## config.mk

```make
export PLATFORM = sky130hd
export DESIGN_NAME = wildcard_pattern_unique_scanner_flat
export DESIGN_NICKNAME = d
export VERILOG_FILES = /design/src/hdl/wpus_pkg.sv /design/src/hdl/wpus_req_if.sv /design/src/hdl/wpus_rsp_if.sv /design/src/hdl/wpus_csr_if.sv /design/src/hdl/wpus_cfg_regs.sv /design/src/hdl/wpus_scan.sv /design/src/hdl/wildcard_pattern_unique_scanner.sv /design/src/flat_wrapper.sv
export SDC_FILE = /design/constraint.sdc
export NUM_CORES = 1
export LEC_CHECK = 0
export BUFFER_PORTS_ARGS = -buffer_cell sky130_fd_sc_hd__buf_2
export CAP_MARGIN = 5
export CORE_MARGIN = 4
export CORE_UTILIZATION = 30
export DETAILED_ROUTE_END_ITERATION = 10
export GPL_ROUTABILITY_DRIVEN = 0
export MAX_ROUTING_LAYER = met4
export RECOVER_POWER = 100
export SKIP_CTS_REPAIR_TIMING = 1
export SLEW_MARGIN = 20
export SYNTH_ARGS = -nofsm -noshare
export SYNTH_HDL_FRONTEND = slang
export SYNTH_HIERARCHICAL = 1
export SYNTH_SLANG_ARGS = --single-unit
```

## constraint.sdc

```tcl
create_clock -name clock -period 9.8 [get_ports clock]
set_clock_uncertainty 0.1 [all_clocks]
set_input_delay 0.49 -clock clock [delete_from_list [all_inputs] [get_ports clock]]
set_output_delay 0.49 -clock clock [all_outputs]
set_load 0.1 [all_outputs]
```

## src/hdl/wpus_pkg.sv

```systemverilog
// wpus_pkg: shared types and constants of the wildcard pattern scanner.
// Used by wpus_csr_if and every module of the block; depends on nothing.
package wpus_pkg;

   localparam int CSR_INDEX_W = 3;
   localparam int CSR_DATA_W  = 64;

   typedef enum logic [CSR_INDEX_W-1:0] {
      CSR_PATTERN_BYTES  = 3'd0,
      CSR_CARE_MASK      = 3'd1,
      CSR_PATTERN_LENGTH = 3'd2,
      CSR_REGION_BASE    = 3'd3,
      CSR_RESULT_OFFSET  = 3'd4
   } csr_index_type;

   typedef enum logic [1:0] {
      MATCH_NONE = 2'd0,
      MATCH_ONE  = 2'd1,
      MATCH_MANY = 2'd2
   } match_class_type;

   typedef struct packed {
      logic [63:0] pattern_bytes;
      logic [7:0]  care_mask;
      logic [3:0]  eff_length;
      logic [15:0] region_base;
      logic [3:0]  result_offset;
   } cfg_type;

   typedef struct packed {
      logic        unique_found;
      logic [1:0]  match_class;
      logic [15:0] hit_address;
   } rsp_type;

endpackage

```

## src/hdl/wpus_req_if.sv

```systemverilog
// wpus_req_if: input byte channel of the scanner, valid/ready handshake.
// Standalone; no dependencies.
interface wpus_req_if;
   logic       valid;
   logic       ready;
   logic [7:0] data_byte;
   logic       last_byte;

   modport source (output valid, data_byte, last_byte, input ready);
   modport sink (input valid, data_byte, last_byte, output ready);
endinterface

```

## src/hdl/wpus_rsp_if.sv

```systemverilog
// wpus_rsp_if: page result channel of the scanner, valid/ready handshake.
// Standalone; no dependencies.
interface wpus_rsp_if;
   logic        valid;
   logic        ready;
   logic        unique_found;
   logic [1:0]  match_class;
   logic [15:0] hit_address;

   modport source (output valid, unique_found, match_class, hit_address, input ready);
   modport sink (input valid, unique_found, match_class, hit_address, output ready);
endinterface

```

## src/hdl/wpus_csr_if.sv

```systemverilog
// wpus_csr_if: register write channel of the scanner.
// Depends on wpus_pkg for the index and data widths.
interface wpus_csr_if
   import wpus_pkg::*;
();
   logic                   valid;
   logic                   ready;
   logic [CSR_INDEX_W-1:0] index;
   logic [CSR_DATA_W-1:0]  data;

   modport source (output valid, index, data, input ready);
   modport sink (input valid, index, data, output ready);
endinterface

```

## src/hdl/wpus_cfg_regs.sv

```systemverilog
// wpus_cfg_regs: configuration registers with the clamped pattern length.
// Depends on wpus_pkg and wpus_csr_if.
module wpus_cfg_regs
   import wpus_pkg::*;
#(
   parameter int MAX_PATTERN = 8
) (
   input  logic       clock,
   input  logic       reset,
   wpus_csr_if.sink   csr,
   output cfg_type    cfg
);

   logic [63:0] pattern_ff, pattern_in;
   logic [7:0]  care_ff, care_in;
   logic [3:0]  length_ff, length_in;
   logic [15:0] base_ff, base_in;
   logic [3:0]  offset_ff, offset_in;
   logic        write;

   assign csr.ready = 1'b1;
   assign write     = csr.valid && csr.ready;

   always_comb begin
      pattern_in = pattern_ff;
      care_in    = care_ff;
      length_in  = length_ff;
      base_in    = base_ff;
      offset_in  = offset_ff;
      if (write) begin
         unique case (csr_index_type'(csr.index))
            CSR_PATTERN_BYTES:  pattern_in = csr.data;
            CSR_CARE_MASK:      care_in    = csr.data[7:0];
            CSR_PATTERN_LENGTH: length_in  = csr.data[3:0];
            CSR_REGION_BASE:    base_in    = csr.data[15:0];
            CSR_RESULT_OFFSET:  offset_in  = csr.data[3:0];
            default: ;
         endcase
      end
   end

   always_ff @(posedge clock) begin
      if (reset) begin
         pattern_ff <= '0;
         care_ff    <= 8'hFF;
         length_ff  <= 4'd1;
         base_ff    <= '0;
         offset_ff  <= '0;
      end else begin
         pattern_ff <= pattern_in;
         care_ff    <= care_in;
         length_ff  <= length_in;
         base_ff    <= base_in;
         offset_ff  <= offset_in;
      end
   end

   always_comb begin
      cfg.pattern_bytes = pattern_ff;
      cfg.care_mask     = care_ff;
      cfg.region_base   = base_ff;
      cfg.result_offset = offset_ff;
      priority if (length_ff == 4'd0) begin
         cfg.eff_length = 4'd1;
      end else if (length_ff > 4'(MAX_PATTERN)) begin
         cfg.eff_length = 4'(MAX_PATTERN);
      end else begin
         cfg.eff_length = length_ff;
      end
   end

endmodule

```

## src/hdl/wpus_scan.sv

```systemverilog
// wpus_scan: byte window, wildcard compare and per-page match tally.
// Produces the page result on the accepting edge's last byte; uses wpus_pkg.
module wpus_scan
   import wpus_pkg::*;
#(
   parameter int PAGE_BYTES  = 16384,
   parameter int MAX_PATTERN = 8
) (
   input  logic       clock,
   input  logic       reset,
   input  cfg_type    cfg,
   input  logic       accept,
   input  logic [7:0] data_byte,
   input  logic       last_byte,
   output logic       done,
   output rsp_type    result
);

   localparam int POS_W = $clog2(PAGE_BYTES);
   localparam int WIN_W = 8 * MAX_PATTERN;

   logic [WIN_W-1:0]  window_ff, window_in, window_new;
   logic [POS_W-1:0]  pos_ff, pos_in;
   logic [POS_W-1:0]  first_ff, first_in;
   match_class_type   tally_ff, tally_in;

   logic [POS_W:0]    taken;
   logic [POS_W:0]    len_ext;
   logic [POS_W-1:0]  first_cand;
   logic [MAX_PATTERN-1:0] miss;
   logic [7:0]        got [MAX_PATTERN];
   logic              hit;
   logic              page_end;
   match_class_type   tally_new;
   logic [POS_W-1:0]  first_new;

   assign window_new = WIN_W'({window_ff, data_byte});
   assign taken      = {1'b0, pos_ff} + (POS_W+1)'(1);
   assign len_ext    = (POS_W+1)'(cfg.eff_length);
   assign first_cand = POS_W'(taken - len_ext);

   // pattern byte k lines up with window byte eff_length-1-k
   always_comb begin
      for (int k = 0; k < MAX_PATTERN; k++) begin
         got[k] = '0;
         for (int j = 0; j < MAX_PATTERN; j++) begin
            if (4'(j + k + 1) == cfg.eff_length) begin
               got[k] = got[k] | window_new[8*j +: 8];
            end
         end
         miss[k] = cfg.care_mask[k] && (4'(k) < cfg.eff_length) &&
                   (cfg.pattern_bytes[8*k +: 8] != got[k]);
      end
   end

   assign hit      = (taken >= len_ext) && (miss == '0);
   assign page_end = last_byte || (taken == (POS_W+1)'(PAGE_BYTES));

   always_comb begin
      tally_new = tally_ff;
      first_new = first_ff;
      if (hit) begin
         unique case (tally_ff)
            MATCH_NONE: begin
               tally_new = MATCH_ONE;
               first_new = first_cand;
            end
            MATCH_ONE:  tally_new = MATCH_MANY;
            MATCH_MANY: tally_new = MATCH_MANY;
            default:    tally_new = MATCH_MANY;
         endcase
      end
   end

   always_comb begin
      window_in = window_ff;
      pos_in    = pos_ff;
      tally_in  = tally_ff;
      first_in  = first_ff;
      if (accept) begin
         if (page_end) begin
            window_in = '0;
            pos_in    = '0;
            tally_in  = MATCH_NONE;
            first_in  = '0;
         end else begin
            window_in = window_new;
            pos_in    = POS_W'(taken);
            tally_in  = tally_new;
            first_in  = first_new;
         end
      end
   end

   always_ff @(posedge clock) begin
      if (reset) begin
         window_ff <= '0;
         pos_ff    <= '0;
         tally_ff  <= MATCH_NONE;
         first_ff  <= '0;
      end else begin
         window_ff <= window_in;
         pos_ff    <= pos_in;
         tally_ff  <= tally_in;
         first_ff  <= first_in;
      end
   end

   assign done                = accept && page_end;
   assign result.unique_found = (tally_new == MATCH_ONE);
   assign result.match_class  = tally_new;
   assign result.hit_address  = (tally_new == MATCH_ONE) ?
      (cfg.region_base + 16'(first_new) + 16'(cfg.result_offset)) : 16'd0;

endmodule

```

## src/hdl/wildcard_pattern_unique_scanner.sv

```systemverilog
// wildcard_pattern_unique_scanner: top level of the wildcard byte scanner.
// Depends on wpus_pkg, the channel interfaces, wpus_cfg_regs and wpus_scan.
//
// Usage:
//   req: one page byte per item, last_byte marks the end of a page. A page
//        also ends on its PAGE_BYTES-th byte regardless of last_byte.
//   rsp: one item per page, sent after the page's final byte: the match
//        class (none, one, many), a unique flag and, when unique, the address
//        region_base + match start + result_offset (mod 2^16).
//   csr: register writes, always ready; write only while the block is idle.
// Throughput: one byte per cycle while req is ready; the window compare and
//   tally update sit between the page state and result registers.
// Result: registered, valid in the cycle after the final byte is taken.
// Stall: a waiting result is held in the output register; req stays ready
//   while that register is empty or being emptied in the same cycle.
// Reset: all registers take their reset values, the page state is cleared,
//   and no result is pending.
module wildcard_pattern_unique_scanner
   import wpus_pkg::*;
#(
   parameter int PAGE_BYTES  = 16384,
   parameter int MAX_PATTERN = 8
) (
   input  logic       clock,
   input  logic       reset,
   wpus_req_if.sink   req_bus,
   wpus_rsp_if.source rsp_bus,
   wpus_csr_if.sink   csr_bus
);

   cfg_type cfg;
   rsp_type result;
   rsp_type rsp_ff, rsp_in;
   logic    rsp_valid_ff, rsp_valid_in;
   logic    accept;
   logic    done;

   wpus_cfg_regs #(
      .MAX_PATTERN(MAX_PATTERN)
   ) u_cfg (
      .clock(clock),
      .reset(reset),
      .csr  (csr_bus),
      .cfg  (cfg)
   );

   assign req_bus.ready = !rsp_valid_ff || rsp_bus.ready;
   assign accept        = req_bus.valid && req_bus.ready;

   wpus_scan #(
      .PAGE_BYTES (PAGE_BYTES),
      .MAX_PATTERN(MAX_PATTERN)
   ) u_scan (
      .clock    (clock),
      .reset    (reset),
      .cfg      (cfg),
      .accept   (accept),
      .data_byte(req_bus.data_byte),
      .last_byte(req_bus.last_byte),
      .done     (done),
      .result   (result)
   );

   always_comb begin
      rsp_in       = rsp_ff;
      rsp_valid_in = rsp_valid_ff;
      if (done) begin
         rsp_in       = result;
         rsp_valid_in = 1'b1;
      end else if (rsp_bus.ready) begin
         rsp_valid_in = 1'b0;
      end
   end

   always_ff @(posedge clock) begin
      if (reset) begin
         rsp_valid_ff <= 1'b0;
      end else begin
         rsp_valid_ff <= rsp_valid_in;
      end
   end

   always_ff @(posedge clock) begin
      if (reset) begin
         rsp_ff <= '0;
      end else begin
         rsp_ff <= rsp_in;
      end
   end

   assign rsp_bus.valid        = rsp_valid_ff;
   assign rsp_bus.unique_found = rsp_ff.unique_found;
   assign rsp_bus.match_class  = rsp_ff.match_class;
   assign rsp_bus.hit_address  = rsp_ff.hit_address;

   a_unique_class: assert property (@(posedge clock) disable iff (reset)
      rsp_valid_ff |-> (rsp_ff.unique_found == (rsp_ff.match_class == MATCH_ONE)))
      else $error("unique flag disagrees with match class");

   a_addr_zero: assert property (@(posedge clock) disable iff (reset)
      (rsp_valid_ff && !rsp_ff.unique_found) |-> (rsp_ff.hit_address == 16'd0))
      else $error("address set without a unique match");

   a_class_range: assert property (@(posedge clock) disable iff (reset)
      rsp_valid_ff |-> (rsp_ff.match_class != 2'd3))
      else $error("match class out of range");

   a_last_gives_rsp: assert property (@(posedge clock) disable iff (reset)
      (accept && req_bus.last_byte) |=> rsp_valid_ff)
      else $error("page end item produced no result");

endmodule
```

## src/flat_wrapper.sv

```systemverilog
// flat-port wrapper written by rule: the top's interface ports become plain ports
module wildcard_pattern_unique_scanner_flat import wpus_pkg::*;
#(
   parameter int PAGE_BYTES  = 16384,
   parameter int MAX_PATTERN = 8
)
  (clock, reset, req_bus_valid, req_bus_data_byte, req_bus_last_byte, req_bus_ready, rsp_bus_valid, rsp_bus_unique_found, rsp_bus_match_class, rsp_bus_hit_address, rsp_bus_ready, csr_bus_valid, csr_bus_index, csr_bus_data, csr_bus_ready);
  wpus_req_if req_bus_i ();
  wpus_rsp_if rsp_bus_i ();
  wpus_csr_if csr_bus_i ();
  input  logic clock;
  input  logic reset;
  input wire logic [$bits(req_bus_i.valid)-1:0] req_bus_valid;
  input wire logic [$bits(req_bus_i.data_byte)-1:0] req_bus_data_byte;
  input wire logic [$bits(req_bus_i.last_byte)-1:0] req_bus_last_byte;
  output wire logic [$bits(req_bus_i.ready)-1:0] req_bus_ready;
  output wire logic [$bits(rsp_bus_i.valid)-1:0] rsp_bus_valid;
  output wire logic [$bits(rsp_bus_i.unique_found)-1:0] rsp_bus_unique_found;
  output wire logic [$bits(rsp_bus_i.match_class)-1:0] rsp_bus_match_class;
  output wire logic [$bits(rsp_bus_i.hit_address)-1:0] rsp_bus_hit_address;
  input wire logic [$bits(rsp_bus_i.ready)-1:0] rsp_bus_ready;
  input wire logic [$bits(csr_bus_i.valid)-1:0] csr_bus_valid;
  input wire logic [$bits(csr_bus_i.index)-1:0] csr_bus_index;
  input wire logic [$bits(csr_bus_i.data)-1:0] csr_bus_data;
  output wire logic [$bits(csr_bus_i.ready)-1:0] csr_bus_ready;
  assign req_bus_i.valid = req_bus_valid;
  assign req_bus_i.data_byte = req_bus_data_byte;
  assign req_bus_i.last_byte = req_bus_last_byte;
  assign req_bus_ready = req_bus_i.ready;
  assign rsp_bus_valid = rsp_bus_i.valid;
  assign rsp_bus_unique_found = rsp_bus_i.unique_found;
  assign rsp_bus_match_class = rsp_bus_i.match_class;
  assign rsp_bus_hit_address = rsp_bus_i.hit_address;
  assign rsp_bus_i.ready = rsp_bus_ready;
  assign csr_bus_i.valid = csr_bus_valid;
  assign csr_bus_i.index = csr_bus_index;
  assign csr_bus_i.data = csr_bus_data;
  assign csr_bus_ready = csr_bus_i.ready;
  wildcard_pattern_unique_scanner #(.PAGE_BYTES(PAGE_BYTES), .MAX_PATTERN(MAX_PATTERN)) u_core (.clock(clock), .reset(reset), .req_bus(req_bus_i), .rsp_bus(rsp_bus_i), .csr_bus(csr_bus_i));
endmodule
```

**Word-level counts from Yosys, hierarchy flattened**

Cells that the tools add are included.

- Input port bits: 81
- Flip-flop bits (word level): 202

- $add $sub $neg: 4
- Reductions and logical operators: 32
- $lt $le $gt $ge: 10
- Equality and inequality tests: 29
- Bitwise operators: 56
- Multiplexer cells: 77

Operators with widths:

| operator | count |
|---|---|
| 8-bit two-way mux | 64 |
| 8-bit OR | 56 |
| 8-bit inequality test | 8 |
| 14-bit two-way mux | 4 |
| 56-bit two-way mux | 1 |
| 4-bit equality test (first input constant) | 8 |
| 1-bit logical AND | 19 |
| 16-bit by 14-bit adder with 16-bit output | 1 |
| 16-bit by 4-bit adder with 16-bit output | 1 |
| 3-bit by 4-bit equality test with 1-bit output (first input constant) | 4 |
| 3-bit by 4-bit < comparator with 1-bit output (first input constant) | 4 |
| 16-bit two-way mux | 1 |
| 14-bit by 1-bit adder with 15-bit output (second input constant) | 1 |
| 15-bit equality test (second input constant) | 1 |
| 15-bit by 4-bit greater-or-equal comparator with 1-bit output | 1 |
| 14-bit by 4-bit subtractor with 14-bit output | 1 |
| 2-bit AND reduction | 5 |
| 2-bit by 4-bit equality test with 1-bit output (first input constant) | 2 |
| 8-bit zero test | 1 |
| 1-bit by 4-bit < comparator with 1-bit output (first input constant) | 2 |
| 2-bit by 4-bit < comparator with 1-bit output (first input constant) | 2 |
| 4-bit two-way mux | 2 |
| 3-bit by 2-bit equality test with 1-bit output (second input constant) | 2 |
| 2-bit two-way mux | 3 |
| other kinds (12) | 14 |

**Longest topological paths before layout**

- Word-level depth: 27
- Depth in mapped cells: 32

**Cells and area by module**

Netlist, hierarchy kept.

By module, submodules not included:

| module | seq. area each (sq um) | area an instance (sq um) | instances | cells each |
|---|---|---|---|---|
| wpus_scan | 1721.7 | 9252.6 | 1 | 1137 |
| wpus_cfg_regs | 1921.8 | 4237.8 | 1 | 402 |
| wildcard_pattern_unique_scanner | 400.4 | 713.2 | 1 | 66 |

**Worst setup path before layout**

No wires, ideal clock.

- Kind: register to register
- Start point: register u_core.u_cfg.length_ff[1]
- End point: register u_core.rsp_ff, in the netlist u_core/rsp_bus.hit_address[15]
- Arrival: 6.404 ns
- Clock period less this slack: 6.632 ns
- Path buffers: 4
- Library setup time: 0.128 ns
- Cell stages (with the launch flop): 32
- Setup slack: 3.168 ns
- Cell sequence: dfxtp_1 > nor2b_1 > buf_6 > buf_6 > buf_2 > inv_1 > ha_1 > nor2b_1 > o21ai_0 > a21boi_0 > a2111o_1 > nor3_1 > a21o_1 > nor4_4 > nand4b_4 > buf_2 > mux2_2 > fa_1 > ha_1 > fa_1 > a21o_1 > a21o_1 > a21oi_1 > o21ai_0 > a211oi_1 > o21ai_0 > a31o_2 > a21oi_1 > xor2_1 > nor3_1 > mux2i_1 > nor2_1

RTL lines:

| what | RTL line | source |
|---|---|---|
| start, declared | wpus_cfg_regs.sv:16 | `logic [3:0] length_ff, length_in;` |
| start signal, assigned | wpus_cfg_regs.sv:52 | `length_ff <= length_in;` |
| end signal, assigned | wildcard_pattern_unique_scanner.sv:87 | `rsp_ff <= rsp_in;` |
| end, declared | wildcard_pattern_unique_scanner.sv:33 | `rsp_type rsp_ff, rsp_in;` |

==> flow_summary.toml <==
[clock_network]
cts_max_level = 1
clk_latency_ns = 0.54
cts.sinks = 202
cts_buffers = 23
clk_pin_slew_ns = 0.06
root_buffer = "clkbuf_16"
cts_tree = "built"
clockBufferDepth = 3

[layout]
antenna_cells = 0
nets = 1743
fin_util_pct = 33.7
synthToLayoutAreaGrowth_pct = 10.6
stdcell_area_um2 = 15700
drive_above_1_share_pct = 13.7

[logic_synthesis]
ys_types = 86
synthMuxAreaShare_pct = 17.6
synth_most_common_cell = "nand2b_1"
synth_warnings = 6
ys_async_sr_fraction_pct = 0
synthCells = 1605
synth_top_family_by_area = "simple AND/OR/NAND/NOR gates"
synthTopCellsByArea = "dfxtp_1 28%, mux2i_1 12%, nand2b_1 9.7%"
syn_area_um2 = 14200
avgSynthCellArea_um2 = 8.85
synth_xor_area_share_pct = 5.60
synth_fa_ha_area_share_pct = 3.49
ys_seq_area_share_pct = 28.5
ys_seq_elements = 202
synth_compound_area_share_pct = 16.0
synthFlopType = "dfxtp_1"
yosysTopAreaCell = "dfxtp_1"
synth_common_cells = "220 x nand2b_1, 202 x dfxtp_1, 168 x mux2i_1, 103 x a21oi_1, 92 x nor2_1"
synth_edf_count = 0
synth_nets = 1722
synth_top_area_share_pct = 28.5
synthSimpleGateAreaFrac_pct = 23.2

[global_routing]
grt.total_usage_pct = 17.0
overflow = 0
first_global_vias = 11700
grt_max_degree = 125
antenna_found_initial = 0
grt_pass1_wl_um = 68000

[drt]
drtIter0Drc = 1185
wl_um = 43900
vias = 12400
drc = 0
wl_per_cell_um = 19.5
avgViaCountPerCell = 5.50
drt-pass1-iter-count = 5
ant_nets = 0

[setup_path]
rr_endpoint = "u_core/rsp_bus.hit_address[15]"
worstPathMaxFanout = 36
cp.arrival_ns = 8.52
reg2reg_from = "u_core/u_cfg/length_ff[3]"
rr_worst_depth = 26
worstSetupPathType = "reg -> reg"
crit_path_end_kind = "flop"
worstPathRequired_ns = 9.99
start_kind = "flop"
ff2ff_setup_slack_ns = 1.47

[power]
ir_drop_v = 0.0000988
p_per_area_nw_per_um2 = 128
cellLeakagePower_uw = 0.00568

[timing]
whs_ns = 0.108
setup_violations = 0
tns_ns = 0
slew_headroom_pct = -119
period_needed_ns = 8.33
drv_slew = 304
grt_setup_unrepaired = "false"
tightest_slew_ns = 3.28
finalHoldViolCount = 0
fin_crit_sh_pct = 85.0
fin_ws_ns = 1.47
clock.fmax_mhz = 120

[min_path]
hp-start = "csr_bus_data[56]"
min_to = "u_core/u_cfg/pattern_ff[56]"
hold_class = "in -> reg"
hold_depth = 3

[placed_design]
dp_hpwl_um = 32500
io_buffers = 101
place_ws_ns = 1.72
dpl_cell_area_um2 = 15000

[floorplanning]
rows = 79
coreArea_um2 = 46700
io_pins = 103
start_util_pct = 30.4
die_w_um = 226
die_area_um2 = 50900
fp.dieH_um = 226

[run_status]
outcome = "complete, but fails checks"
violations = "capacitance limit, slew limit"

[job]
max_cap_violations = 5
[report_power, final]
group	switching (uW)	internal, uW
logic	137	94.9
clock network	362	571
registers	15.1	833
total	514	1500
[layout by cell type (no fill, tap or decap), drive strengths merged, types with 33 or more instances in the layout]
cell type / count
nand2b: 220
dfxtp: 202
mux2i: 169
a21oi: 103
buf: 97
nor2: 92
nand3: 77
clkbuf: 58
xnor2: 57
nand2: 46
o22ai: 36
o21ai: 36
mux2: 33
xor2: 33
[how the worst max path moves through the flow]
stage	startpoint	to	depth (start not counted)
floorplan	u_core/u_cfg/length_ff[1]	u_core/rsp_bus.hit_address[15]	31
global placement	u_core/u_cfg/length_ff[3]	u_core/rsp_bus.hit_address[15]	26
detailed placement	u_core/u_cfg/length_ff[3]	u_core/rsp_bus.hit_address[15]	26
CTS	u_core/u_cfg/length_ff[3]	u_core/rsp_bus.hit_address[15]	26
global route	u_core/u_cfg/length_ff[3]	u_core/rsp_bus.hit_address[15]	26
finish	u_core/u_cfg/length_ff[3]	u_core/rsp_bus.hit_address[15]	26
[final cells by class]
class	count	area, um^2
inverters	21	78.8
flip-flops and latches	202	4050
multi-input cells	1254	9370
well taps	607	759
clock inverters	11	175
clock buffers	31	646
repair buffers	124	634
fillers	4882	30900
[routing by layer]
layer  track usage [%]  share of wire (%)  routed length [um]
met5                 -                  0                   0
met4              6.54                4.4                1940
met3              3.43                7.4                3240
met2              26.2                 45               19900
met1              22.0                 43               18800
[sequential cells by signal (all words and copies together), names as in the netlist]
register                     count
u_core/u_cfg/base_ff            16
u_core/rsp_bus.match_class       2
u_core/u_scan/pos_ff            14
u_core/u_scan/first_ff          14
u_core/u_scan/tally_ff           2
u_core/u_cfg/length_ff           4
u_core/rsp_bus.hit_address      16
u_core/u_cfg/pattern_ff         64
u_core/u_scan/window_ff         56
u_core/rsp_bus.unique_found      1
u_core/u_cfg/offset_ff           4
u_core/rsp_bus.valid             1
u_core/u_cfg/care_ff             8
[stage by stage]
stage                     instances  power [uW]
final                          2250        2010
after global routing           2250        2090
after CTS                      2250        2040
after detailed placement       2208        1100
after global placement         2208        1090
after floorplan                1605        1030
[logic make-up (layout without fill, tap and decap cells)]
family | Yosys count | after routing
muxes | 221 | 221
and+or+nand+nor | 570 | 570
adders and majority gates | 36 | 36
xor gates and xnor gates | 90 | 90
AOI/OAI and AO/OA | 336 | 336
other | 1 | 1
DFF | 202 | 202
buffers and inverters | 149 | 187
[worst max-delay path: stages (launching register included)]
cell and delay, ns:
dfxtp_2 0.56, nor2_4 0.80, buf_4 0.48, mux2i_1 0.35, o22ai_1 0.13, a222oi_1 0.62, xnor2_1 0.13, nor3_1 0.19
a31oi_1 0.25, nor4_4 0.44, nand4b_4 0.37, mux2_2 0.40, fa_1 0.44, ha_1 0.24, fa_1 0.42, a21o_1 0.21
a21o_1 0.20, a21oi_1 0.19, o21ai_0 0.14, a211oi_1 0.31, o21ai_0 0.17, a31o_2 0.25, a21oi_1 0.19, xor2_1 0.16
nor3_1 0.06, mux2i_1 0.19, nor2_1 0.06
No activity file was read; power rests on OpenSTA's default activity.
